==> config.mk <==
export PLATFORM = sky130hd
export DESIGN_NAME = dual_mode_transition_sequencer
export DESIGN_NICKNAME = d
export VERILOG_FILES = /design/src/design/mdts_pkg.sv /design/src/design/mdts_channel.sv /design/src/design/mdts_hist_cell.sv /design/src/design/dual_mode_transition_sequencer.sv
export SDC_FILE = /design/constraint.sdc
export NUM_CORES = 1
export LEC_CHECK = 0
export ABC_AREA = 1
export BUFFER_PORTS_ARGS = -buffer_cell sky130_fd_sc_hd__buf_2
export CAP_MARGIN = 15
export CORE_UTILIZATION = 30
export DETAILED_ROUTE_END_ITERATION = 8
export PLACE_DENSITY = 0.5
export RECOVER_POWER = 50
export SYNTH_ARGS = -nofsm -noshare
export SYNTH_HDL_FRONTEND = slang
export SYNTH_SLANG_ARGS = --single-unit
==> constraint.sdc <==
create_clock -name clk -period 2 [get_ports clk]
set_input_delay 0.2 -clock clk [delete_from_list [all_inputs] [get_ports clk]]
set_output_delay 0.2 -clock clk [all_outputs]
set_load 0.01 [all_outputs]
==> src/design/mdts_pkg.sv <==
// shared types and codes for the dual mode transition sequencer
// no dependencies
`timescale 1ns / 1ps
`default_nettype none

package mdts_pkg;

    localparam int ACTION_BITS = 3;

    localparam logic [ACTION_BITS-1:0] ACT_FG_REQ = 3'd0;
    localparam logic [ACTION_BITS-1:0] ACT_BG_REQ = 3'd1;
    localparam logic [ACTION_BITS-1:0] ACT_TICK   = 3'd2;
    localparam logic [ACTION_BITS-1:0] ACT_ENTER  = 3'd3;
    localparam logic [ACTION_BITS-1:0] ACT_LEAVE  = 3'd4;
    localparam logic [ACTION_BITS-1:0] ACT_SAVE   = 3'd5;
    localparam logic [ACTION_BITS-1:0] ACT_POP    = 3'd6;

    // per-channel commands
    typedef struct packed {
        logic req;
        logic adv;
    } chan_ctl_t;

    // per history cell controls
    typedef struct packed {
        logic shift_up;
        logic live;
    } hcell_ctl_t;

endpackage

`default_nettype wire

==> src/design/mdts_channel.sv <==
// one channel of mode registers: request, goal, current, last, saved
// depends on mdts_pkg
`timescale 1ns / 1ps
`default_nettype none

module mdts_channel
    import mdts_pkg::*;
#(
    parameter int MODE_BITS = 4
)
(
    input  logic                 clk,
    input  logic                 rst_n,
    input  chan_ctl_t            ctl,
    input  logic [MODE_BITS-1:0] mode,
    output logic [MODE_BITS-1:0] req,
    output logic [MODE_BITS-1:0] goal,
    output logic [MODE_BITS-1:0] cur,
    output logic [MODE_BITS-1:0] last,
    output logic [MODE_BITS-1:0] saved
);

    localparam logic [MODE_BITS-1:0] NONE = '0;

    logic [MODE_BITS-1:0] req_reg, req_next;
    logic [MODE_BITS-1:0] goal_reg, goal_next;
    logic [MODE_BITS-1:0] cur_reg, cur_next;
    logic [MODE_BITS-1:0] last_reg, last_next;
    logic [MODE_BITS-1:0] saved_reg, saved_next;

    always_comb
    begin
        req_next   = req_reg;
        goal_next  = goal_reg;
        cur_next   = cur_reg;
        last_next  = last_reg;
        saved_next = saved_reg;
        if (ctl.req)
        begin
            if (mode != NONE && mode != cur_reg)
            begin
                req_next = mode;
            end
        end
        else if (ctl.adv)
        begin
            if (last_reg != NONE)
            begin
                saved_next = last_reg;
                last_next  = NONE;
            end
            if (goal_reg != NONE)
            begin
                last_next = cur_reg;
                cur_next  = goal_reg;
            end
            // request always drops into goal, empty or not
            goal_next = req_reg;
            req_next  = NONE;
        end
    end

    always_ff @(posedge clk or negedge rst_n)
    begin
        if (!rst_n)
        begin
            req_reg   <= '0;
            goal_reg  <= '0;
            cur_reg   <= '0;
            last_reg  <= '0;
            saved_reg <= '0;
        end
        else
        begin
            req_reg   <= req_next;
            goal_reg  <= goal_next;
            cur_reg   <= cur_next;
            last_reg  <= last_next;
            saved_reg <= saved_next;
        end
    end

    assign req   = req_reg;
    assign goal  = goal_reg;
    assign cur   = cur_reg;
    assign last  = last_reg;
    assign saved = saved_reg;

endmodule

`default_nettype wire

==> src/design/mdts_hist_cell.sv <==
// one entry of the mode history chain; a save token ripples down one cell per cycle
// depends on mdts_pkg
`timescale 1ns / 1ps
`default_nettype none

module mdts_hist_cell
    import mdts_pkg::*;
#(
    parameter int MODE_BITS = 4
)
(
    input  logic                 clk,
    input  logic                 rst_n,
    input  hcell_ctl_t           ctl,
    input  logic [MODE_BITS-1:0] key,
    input  logic [MODE_BITS-1:0] up_val,
    input  logic                 tok_in_valid,
    input  logic [MODE_BITS-1:0] tok_in_data,
    output logic [MODE_BITS-1:0] val,
    output logic                 tok_out_valid,
    output logic [MODE_BITS-1:0] tok_out_data,
    output logic                 absorbed
);

    logic [MODE_BITS-1:0] val_reg, val_next;
    logic                 tok_valid_reg, tok_valid_next;
    logic [MODE_BITS-1:0] tok_data_reg, tok_data_next;

    always_comb
    begin
        val_next       = val_reg;
        tok_valid_next = 1'b0;
        tok_data_next  = tok_data_reg;
        if (ctl.shift_up)
        begin
            val_next = up_val;
        end
        else if (tok_in_valid)
        begin
            val_next = tok_in_data;
            // a live entry equal to the key ends the ripple, as does an empty entry; any other live entry moves it on
            tok_valid_next = ctl.live && (val_reg != key);
            tok_data_next  = val_reg;
        end
    end

    // token landing on the first empty entry grows the history
    assign absorbed = tok_in_valid && !ctl.live;

    always_ff @(posedge clk)
    begin
        val_reg      <= val_next;
        tok_data_reg <= tok_data_next;
    end

    always_ff @(posedge clk or negedge rst_n)
    begin
        if (!rst_n)
        begin
            tok_valid_reg <= 1'b0;
        end
        else
        begin
            tok_valid_reg <= tok_valid_next;
        end
    end

    assign val           = val_reg;
    assign tok_out_valid = tok_valid_reg;
    assign tok_out_data  = tok_data_reg;

endmodule

`default_nettype wire

==> src/design/dual_mode_transition_sequencer.sv <==
// top level of the dual mode transition sequencer: two mode channels and a history chain
// depends on mdts_pkg, mdts_channel, mdts_hist_cell
//
//  channel   signals                                   handshake
//  command   start, action, mode / busy                start high and busy low
//  result    done, fg_*, check_flag, popped_mode,      done high for one cycle
//            fell_back
//  config    cfg_valid, cfg_data / cfg_ready           cfg_valid and cfg_ready
//
// requests, tick, checks and unused actions: result in the next cycle, busy stays low
// save: busy while the token ripples down the cell chain, then the result
// pop: drops entries equal to fg current while busy; pops the next, else default_mode
// reset clears both channels and the history count; default_mode resets to 1
// the receiver cannot stall, so a result shows exactly once
`timescale 1ns / 1ps
`default_nettype none

module dual_mode_transition_sequencer
    import mdts_pkg::*;
#(
    parameter int HISTORY_DEPTH = 16,
    parameter int MODE_BITS     = 4
)
(
    input  logic                   clk,
    input  logic                   rst_n,
    input  logic                   start,
    output logic                   busy,
    input  logic [ACTION_BITS-1:0] action,
    input  logic [MODE_BITS-1:0]   mode,
    output logic                   done,
    output logic [MODE_BITS-1:0]   fg_request,
    output logic [MODE_BITS-1:0]   fg_goal,
    output logic [MODE_BITS-1:0]   fg_current,
    output logic [MODE_BITS-1:0]   fg_previous,
    output logic [MODE_BITS-1:0]   fg_kept,
    output logic                   check_flag,
    output logic [MODE_BITS-1:0]   popped_mode,
    output logic                   fell_back,
    input  logic                   cfg_valid,
    output logic                   cfg_ready,
    input  logic [MODE_BITS-1:0]   cfg_data
);

    localparam int CNT_W  = $clog2(HISTORY_DEPTH + 1);
    localparam int STEP_W = $clog2(HISTORY_DEPTH);

    typedef enum logic [1:0] {
        ST_IDLE,
        ST_SAVE,
        ST_POP
    } state_t;

    state_t               state_reg, state_next;
    logic                 done_reg, done_next;
    logic                 flag_reg, flag_next;
    logic [MODE_BITS-1:0] popped_reg, popped_next;
    logic                 fell_reg, fell_next;
    logic [STEP_W-1:0]    step_reg, step_next;
    logic [MODE_BITS-1:0] key_reg, key_next;
    logic [CNT_W-1:0]     count_reg, count_next;
    logic [MODE_BITS-1:0] default_reg;

    logic accept;
    logic enter_hit;
    logic leave_hit;
    logic shift_up;

    chan_ctl_t fg_ctl, bg_ctl;
    logic [MODE_BITS-1:0] bg_req, bg_goal, bg_cur, bg_last, bg_saved;

    hcell_ctl_t           cell_ctl  [HISTORY_DEPTH];
    logic [MODE_BITS-1:0] cell_val  [HISTORY_DEPTH];
    logic [MODE_BITS-1:0] tok_data  [HISTORY_DEPTH+1];
    logic [HISTORY_DEPTH:0]   tok_valid;
    logic [HISTORY_DEPTH-1:0] absorbed;

    assign accept    = start && !busy;
    assign busy      = (state_reg != ST_IDLE);
    assign cfg_ready = 1'b1;

    // configuration register
    always_ff @(posedge clk or negedge rst_n)
    begin
        if (!rst_n)
        begin
            default_reg <= MODE_BITS'(1);
        end
        else if (cfg_valid && cfg_ready)
        begin
            default_reg <= cfg_data;
        end
    end

    // channels
    assign fg_ctl.req = accept && (action == ACT_FG_REQ);
    assign fg_ctl.adv = accept && (action == ACT_TICK);
    assign bg_ctl.req = accept && (action == ACT_BG_REQ);
    assign bg_ctl.adv = accept && (action == ACT_TICK);

    mdts_channel #(.MODE_BITS(MODE_BITS)) u_fg (
        .clk   (clk),
        .rst_n (rst_n),
        .ctl   (fg_ctl),
        .mode  (mode),
        .req   (fg_request),
        .goal  (fg_goal),
        .cur   (fg_current),
        .last  (fg_previous),
        .saved (fg_kept)
    );

    mdts_channel #(.MODE_BITS(MODE_BITS)) u_bg (
        .clk   (clk),
        .rst_n (rst_n),
        .ctl   (bg_ctl),
        .mode  (mode),
        .req   (bg_req),
        .goal  (bg_goal),
        .cur   (bg_cur),
        .last  (bg_last),
        .saved (bg_saved)
    );

    assign enter_hit = (fg_goal == mode || bg_goal == mode)
                       && fg_current != mode && bg_cur != mode;
    assign leave_hit = (fg_previous == mode && bg_cur != mode && bg_goal != mode)
                       || (bg_last == mode && fg_current != mode && fg_goal != mode)
                       || (bg_last == mode && fg_previous == mode);

    // history chain
    assign tok_valid[0] = (state_reg == ST_SAVE) && (step_reg == '0);
    assign tok_data[0]  = key_reg;

    for (genvar i = 0; i < HISTORY_DEPTH; i++)
    begin : g_cell
        assign cell_ctl[i].shift_up = shift_up;
        assign cell_ctl[i].live     = (count_reg > CNT_W'(i));

        mdts_hist_cell #(.MODE_BITS(MODE_BITS)) u_cell (
            .clk           (clk),
            .rst_n         (rst_n),
            .ctl           (cell_ctl[i]),
            .key           (key_reg),
            .up_val        (cell_val[(i + 1) % HISTORY_DEPTH]),
            .tok_in_valid  (tok_valid[i]),
            .tok_in_data   (tok_data[i]),
            .val           (cell_val[i]),
            .tok_out_valid (tok_valid[i+1]),
            .tok_out_data  (tok_data[i+1]),
            .absorbed      (absorbed[i])
        );
    end

    // sequencer
    always_comb
    begin
        state_next  = state_reg;
        done_next   = 1'b0;
        flag_next   = flag_reg;
        popped_next = popped_reg;
        fell_next   = fell_reg;
        step_next   = step_reg;
        key_next    = key_reg;
        count_next  = count_reg;
        shift_up    = 1'b0;
        case (state_reg)
            ST_IDLE:
            begin
                if (accept)
                begin
                    flag_next   = 1'b0;
                    popped_next = '0;
                    fell_next   = 1'b0;
                    case (action)
                        ACT_ENTER:
                        begin
                            flag_next = enter_hit;
                            done_next = 1'b1;
                        end
                        ACT_LEAVE:
                        begin
                            flag_next = leave_hit;
                            done_next = 1'b1;
                        end
                        ACT_SAVE:
                        begin
                            key_next   = mode;
                            step_next  = '0;
                            state_next = ST_SAVE;
                        end
                        ACT_POP:
                        begin
                            state_next = ST_POP;
                        end
                        default:
                        begin
                            done_next = 1'b1;
                        end
                    endcase
                end
            end
            ST_SAVE:
            begin
                if (|absorbed)
                begin
                    count_next = count_reg + CNT_W'(1);
                end
                step_next = step_reg + STEP_W'(1);
                if (step_reg == STEP_W'(HISTORY_DEPTH - 1))
                begin
                    done_next  = 1'b1;
                    state_next = ST_IDLE;
                end
            end
            ST_POP:
            begin
                if (count_reg == '0)
                begin
                    popped_next = default_reg;
                    fell_next   = (default_reg != fg_current);
                    done_next   = 1'b1;
                    state_next  = ST_IDLE;
                end
                else
                begin
                    shift_up   = 1'b1;
                    count_next = count_reg - CNT_W'(1);
                    // entries equal to the fg current mode are dropped
                    if (cell_val[0] != fg_current)
                    begin
                        popped_next = cell_val[0];
                        done_next   = 1'b1;
                        state_next  = ST_IDLE;
                    end
                end
            end
            default:
            begin
                state_next = ST_IDLE;
            end
        endcase
    end

    always_ff @(posedge clk or negedge rst_n)
    begin
        if (!rst_n)
        begin
            state_reg  <= ST_IDLE;
            done_reg   <= 1'b0;
            flag_reg   <= 1'b0;
            popped_reg <= '0;
            fell_reg   <= 1'b0;
            step_reg   <= '0;
            key_reg    <= '0;
            count_reg  <= '0;
        end
        else
        begin
            state_reg  <= state_next;
            done_reg   <= done_next;
            flag_reg   <= flag_next;
            popped_reg <= popped_next;
            fell_reg   <= fell_next;
            step_reg   <= step_next;
            key_reg    <= key_next;
            count_reg  <= count_next;
        end
    end

    assign done        = done_reg;
    assign check_flag  = flag_reg;
    assign popped_mode = popped_reg;
    assign fell_back   = fell_reg;

endmodule

`default_nettype wire

==> flow_summary.yaml, run 1 <==
sta:
  worst_pin_slew_ns: 1.38
  final_hold_viol_count: 0
  timing.final.crit_share_pct: 92.6
  max_freq_mhz: 540
  relSlewSlack_pct: 8.26
  drv_slew: 0
  fin_setup_tns_ns: 0
  period_minus_slack_ns: 1.85
  rsz0062_at_grt: "no"
  fin_worst_skew_ns: 0.0153
  finalSetupViolCount: 0
layout:
  nets: 1052
  syn2layout_area_growth_pct: 17.8
  num_antenna_cells: 0
  final_cell_mix: "308 x nand2_1, 124 x edfxtp_1, 76 x dfrtp_1, 75 x xnor2_1, 74 x inv_1"
  final_common_cell: "nand2_1"
  layout.cells.non_filler: 1444
  fillers: 3231
  drive_gt1_share_pct: 13.0
  final_area_um2: 11300
  final_util_pct: 35.9
  largest_reg_flops: 64
clocking:
  htreeDepth: 1
  root_buffer: "clkbuf_16"
  clkTransAtPathRegs_ns: 0.06
  cts_tree: "yes"
  cts_setup_buffers: 0
  cts_buffer_depth: 3
  clkSinkCount: 201
  numCtsBuffers: 24
  clk_latency_ns: 0.51
synth:
  syn_nets: 978
  synthAdderAreaFrac_pct: 1.56
  async_flop_share_pct: 38.3
  synth_cells: 951
  synth_top_family_by_area: "simple AND/OR/NAND/NOR gates"
  synth_ff_type: "edfxtp_1"
  ys_warn_count: 0
  synth_largest_area_cell: "edfxtp_1"
  yosys.area_share.simple_pct: 19.5
  synth_compound_area_share_pct: 5.65
  synth.avg_cell_area_um2: 10.1
  synth_xor_area_share_pct: 8.47
  ys_types: 42
  yosysSeqAreaShare_pct: 58.8
  netlist_area_um2: 9610
  synth_mux_area_share_pct: 0.469
  synth_area_leaders: "edfxtp_1 39%, dfrtp_1 20%, nand2_1 12%, xnor2_1 6.8%, inv_1 2.9%"
  yosys.area.top_type_share_pct: 38.7
  synth_edf_count: 124
  synth_seq_cells: 201
power:
  vdd_drop_max_v: 0.000544
  power_mw: 16.1
  power_density_nw_per_um2: 1430
  p_leak_nw: 4.63
drt:
  drt-initial-drc-count: 378
  via_per_inst: 4.58
  routedWlPerCell_um: 15.9
  drt_wl_total_um: 23000
  drt_pass1_iterations: 5
  ant_nets: 0
  drc: 0
  vias: 6616
global_route:
  grt_max_degree: 57
  grt_pass1_vias: 6665
  grt_antenna_before_repair: 0
  grt-ovfl-total: 0
  grt_usage_pct: 14.4
  grt_first_pass_wirelength_um: 37500
run:
  drv_cap: 0
critical_path:
  cp-startpoint: "count_reg[1]"
  slowest_stage: "dfrtp_1"
  worstReg2RegStart: "count_reg[1]"
  regToRegEndpoint: "g_cell[6].u_cell.tok_out_data[1]"
  max_stage_delay_ns: 0.38
  startpoint_type: "flop"
  worst-path-max-fanout: 43
  crit_path_end: "g_cell[6].u_cell.tok_out_data[1]"
  cpMostUsedCell: "nor2_4"
  arrival_ns: 2.02
  endpoint_kind: "flop"
  path_cells: "inv_1, ha_1, nand2_1, nor2_4, nor2_4, buf_12, nor2_1"
  critPathRequiredTime_ns: 2.17
  rr_worst_depth: 7
  r2r_setup_slack_ns: 0.15
  crit_type: "flop to flop"
floorplan:
  die_area_um2: 32800
  die_x_um: 181
  ios: 44
  std_cell_rows: 65
  floorplan.initialDensity_pct: 30.5
  coreArea_um2: 31600
  die_y_um: 181
worst_hold_path:
  hold_class: "primary input to flop"
placement:
  dpl_cell_area_um2: 10500
  dp_cells: 1391
  place.gp.congestion: 0.809
  post-dp-hpwl_um: 16100
  portBuffers: 42
outcome:
  status: "finished, final reports clean"
## timing repair
| action | CTS | global route |
|---|---|---|
| hold buffers | 10 | 0 |
| endpoints found under the hold margin | 81 | 0 |
| resized for setup | 0 | 12 |
| setup endpoints to repair | 0 | 34 |
## worst min-delay path by stage
| stage | from | endpoint | slack (ns) | cells past startpoint |
|---|---|---|---|---|
| after floorplan | rst_n | check_flag | -0.1 | 0 |
| after global placement | rst_n | u_bg.last[2] | 0.13 | 1 |
| after detailed placement | rst_n | u_bg.last[2] | 0.13 | 1 |
| after CTS | action[2] | state_reg[1] | 0.05 | 3 |
| after global routing | action[2] | state_reg[1] | 0.08 | 3 |
| final | action[2] | state_reg[1] | 0.07 | 3 |
## cells in the mapped netlist, types with 2 or more instances
cell and count:
nand2_1 309, edfxtp_1 124, dfrtp_1 76, xnor2_1 75
inv_1 73, o21ai_0 37, nand3_1 35, nor2_1 24
xor2_1 18, buf_2 17, nand4_1 15, o21ai_1 15
nor2_2 13, ha_1 12, a41oi_1 11, clkbuf_1 11
inv_2 11, a21oi_1 9, nor3_1 9, buf_4 7
nor4_1 7, nand2_2 6, o22ai_1 5, a22oi_1 4
mux2_2 4, nor2_4 4, buf_6 3, a31oi_1 2
nand3_4 2
## metal layers
| metal | part of all wire (%) | global-route usage [%] | wire length (µm) | up-vias |
|---|---|---|---|---|
| met3 | 3.2 | 2.34 | 727 | 24 |
| met2 | 46 | 22.7 | 10700 | 102 |
| met4 | 1.4 | 3.53 | 318 | 0 |
| met5 | 0 | 0 | 0 | - |
| li1 | - | - | - | 3284 |
| met1 | 49 | 20.5 | 11300 | 3206 |
## report_power, final
group          switching, mW  total, mW  internal (mW)
combinational           3.36       5.42           2.06
clock                   1.70       4.34           2.64
sequential             0.818       6.39           5.57
total                   5.88       16.1           10.3
## final cells by class
type                       instances  area, µm²  share of cell area [%]
multi-input combinational        628       3470                    30.6
tap                              402        503                    4.44
clock buffer                      37        731                    6.45
inverter                          84        315                    2.78
clock inverter                     6       60.1                   0.530
timing repair buffer              86        597                    5.27
sequential                       201       5650                    49.9
## worst max-delay path, delay by kind of cell (launching register included)
| kind | cells | cell delay, ns |
|---|---|---|
| AND/OR/NAND/NOR | 4 | 0.63 |
| adder cells (fa/ha/maj) | 1 | 0.16 |
| buffers and inverters | 2 | 0.29 |
| flip-flops | 1 | 0.38 |
## cells by family after synthesis
| logic type | count (synthesis) |
|---|---|
| and+or+nand+nor | 430 |
| other | 1 |
| muxes | 4 |
| xor gates and xnor gates | 93 |
| adders and majority gates | 12 |
| buffers and inverters | 122 |
| AOI/OAI and AO/OA | 88 |
| DFF | 201 |
## stage by stage
stage,hold WS [ns],setup slack (ns)
after floorplan,-0.0956,0.106
after global placement,0.125,0.141
after detailed placement,0.126,0.130
after CTS,0.0467,0.0752
after global routing,0.0790,0.00395
final,0.0719,0.149
No activity file was read; power rests on OpenSTA's default activity.
==> run 2: changes to the inputs <==
--- a/config.mk
+++ b/config.mk
@@ -10,7 +10,7 @@
 export CAP_MARGIN = 15
 export CORE_UTILIZATION = 30
 export DETAILED_ROUTE_END_ITERATION = 8
-export PLACE_DENSITY = 0.5
+export PLACE_DENSITY_LB_ADDON = 0.05
 export RECOVER_POWER = 50
 export SYNTH_ARGS = -nofsm -noshare
 export SYNTH_HDL_FRONTEND = slang
==> run 2 against run 1 <==
  * Clock power increased by 6.5%
  * Design area rose by 0.84%
  * Count of clock-buffer cells in the layout down 6
  * First-iteration DRC count is 20% lower
  * Sequential share of layout area fell by 0.42 points
  * Global-route usage up 1.8 points
  * Utilization grew 0.30 points
  * Fmax about the same
==> flow_summary.yaml, run 2 (synthesis gave the netlist of run 1 again) <==
clocking:
  cts_tree: "yes"
  root_buffer: "clkbuf_16"
  cts_buffer_depth: 3
  clk_latency_ns: 0.54
  clkTransAtPathRegs_ns: 0.06
  clkSinkCount: 201
  numCtsBuffers: 25
  htreeDepth: 1
sta:
  finalSetupViolCount: 0
  timing.final.crit_share_pct: 92.5
  max_freq_mhz: 541
  final_hold_viol_count: 0
  drv_slew: 0
  period_minus_slack_ns: 1.85
  relSlewSlack_pct: 42.2
  worst_pin_slew_ns: 0.867
  fin_worst_skew_ns: 0.0262
critical_path:
  rr_worst_depth: 9
  critPathRequiredTime_ns: 1.80
  crit_buf_inv: 4
  max_stage_delay_ns: 0.41
  slowest_stage: "dfrtp_1"
  crit_type: "flop to output port"
  cpMostUsedCell: "inv_1"
  arrival_ns: 1.65
  worstReg2RegStart: "state_reg[0]"
  cp_top_family: "buffers and inverters"
  regToRegEndpoint: "u_bg.last[3]"
  startpoint_type: "flop"
  r2r_setup_slack_ns: 0.16
  path_cells: "inv_1, ha_1, clkbuf_1, inv_1, buf_2"
  worst-path-max-fanout: 4
  endpoint_kind: "output port"
layout:
  final_common_cell: "nand2_1"
  layout.cells.non_filler: 1462
  largest_reg_flops: 64
  num_antenna_cells: 0
  drive_gt1_share_pct: 13.7
  syn2layout_area_growth_pct: 18.8
  final_util_pct: 36.2
  nets: 1068
  final_cell_mix: "308 x nand2_1, 124 x edfxtp_1, 76 x dfrtp_1, 75 x xnor2_1, 73 x inv_1"
global_route:
  grt_max_degree: 50
  grt_pass1_vias: 6972
  grt_usage_pct: 16.1
  grt_antenna_before_repair: 0
  grt_first_pass_wirelength_um: 40800
  grt-ovfl-total: 0
power:
  power_mw: 16.5
  power_switching_share_pct: 36.6
  seq_power_share_pct: 39.4
  vdd_drop_max_v: 0.000700
  p_clk_share_pct: 28.1
  p_int_mw: 10.4
  switchingPower_mw: 6.02
  power_density_nw_per_um2: 1440
  p_leak_nw: 4.69
  combPwrFrac_pct: 32.5
drt:
  drt_pass1_iterations: 4
  via_per_inst: 4.51
  drc: 0
  drt_wl_total_um: 25400
  ant_nets: 0
  vias: 6595
  drt-initial-drc-count: 301
  routedWlPerCell_um: 17.4
placement:
  post-dp-hpwl_um: 18400
  dp_cells: 1404
  place.gp.congestion: 0.755
  portBuffers: 42
worst_hold_path:
  hold_end: "u_bg.req[3]"
  hold_class: "primary input to flop"
  holdPathStages: 3
  min_from: "mode[3]"
outcome:
  status: "finished, final reports clean"
floorplan:
  std_cell_rows: 65
  coreArea_um2: 31600
  die_area_um2: 32800
  die_x_um: 181
  floorplan.initialDensity_pct: 30.5
  ios: 44
  die_y_um: 181
run:
  drv_cap: 0
[run 2: changes by cell type in the layout (fill, tap and decap cells not counted), moves of 2 or more]
cell | before | now
bufinv_16 | 1 | 4
buf_4 | 20 | 31
nor2_4 | 7 | 5
clkbuf_1 | 37 | 40
nor2_1 | 19 | 21
clkinv_1 | 1 | 5
buf_12 | 7 | 5
clkbuf_2 | 1 | 3
clkbuf_8 | 6 | 0
[run 2: worst max path at each step]
stage | from | end | slack, ns | cells past startpoint
floorplan | state_reg[0] | g_cell[11].u_cell.val[0] | 0.11 | 9
global placement | count_reg[1] | g_cell[10].u_cell.tok_out_data[0] | 0.07 | 7
detailed placement | count_reg[1] | g_cell[10].u_cell.tok_out_data[0] | 0.06 | 7
CTS | count_reg[1] | g_cell[10].u_cell.tok_out_valid | 0.04 | 9
global route | count_reg[1] | g_cell[10].u_cell.tok_out_valid | -0.001 | 9
finish | state_reg[0] | busy | 0.15 | 5
[run 2: through the flow]
| stage | setup slack (ns) | instance area, µm² | TNS, ns | hold slack [ns] |
|---|---|---|---|---|
| 2_1_floorplan | 0.106 | 9610 | 0 | -0.0956 |
| 3_3_place_gp | 0.0696 | 10500 | 0 | 0.188 |
| 3_5_place_dp | 0.0624 | 10500 | 0 | 0.194 |
| 4_1_cts | 0.0405 | 11500 | 0 | 0.0422 |
| 5_1_grt | -0.00104 | 11400 | -0.00104 | 0.0815 |
| 6_report | 0.150 | 11400 | 0 | 0.0568 |
[run 2: routing by layer]
metal / global-route usage, % / vias up / wire, µm
li1: - / 3328 / -
met1: 22.5 / 3153 / 12500
met2: 26.4 / 83 / 11600
met3: 2.18 / 31 / 831
met4: 4.14 / 0 / 487
met5: 0 / - / 0
[run 2: power by group through the flow]
stage	Combinational, mW	Sequential, mW	Clock [mW]
finish	5.36	6.49	4.62
CTS	5.55	6.53	4.75
global route	6.07	6.64	4.93
floorplan	3.70	6.30	0
global placement	5.54	6.62	0
detailed placement	5.50	6.60	0
[run 2: area by class of cell]
class | count | area [µm²]
Multi-Input combinational cell | 628 | 3450
Sequential cell | 201 | 5650
Inverter | 84 | 320
Clock inverter | 15 | 181
Timing Repair Buffer | 101 | 666
Tap cell | 402 | 503
Clock buffer | 31 | 648
Fill cell | 3266 | 20100
[run 2: timing repair]
item,CTS,global route
gates resized for setup,0,10
endpoints found under the setup margin,0,53
hold buffers,10,0
buffers inserted,0,2
endpoints found under the hold margin,33,0
[run 2: tightest hold or removal path, delay by kind of cell]
family,cells,cell delay (ns)
AO/OA/AOI/OAI,1,0.06
buffers and inverters,1,0.17
AND/OR/NAND/NOR,1,0.10
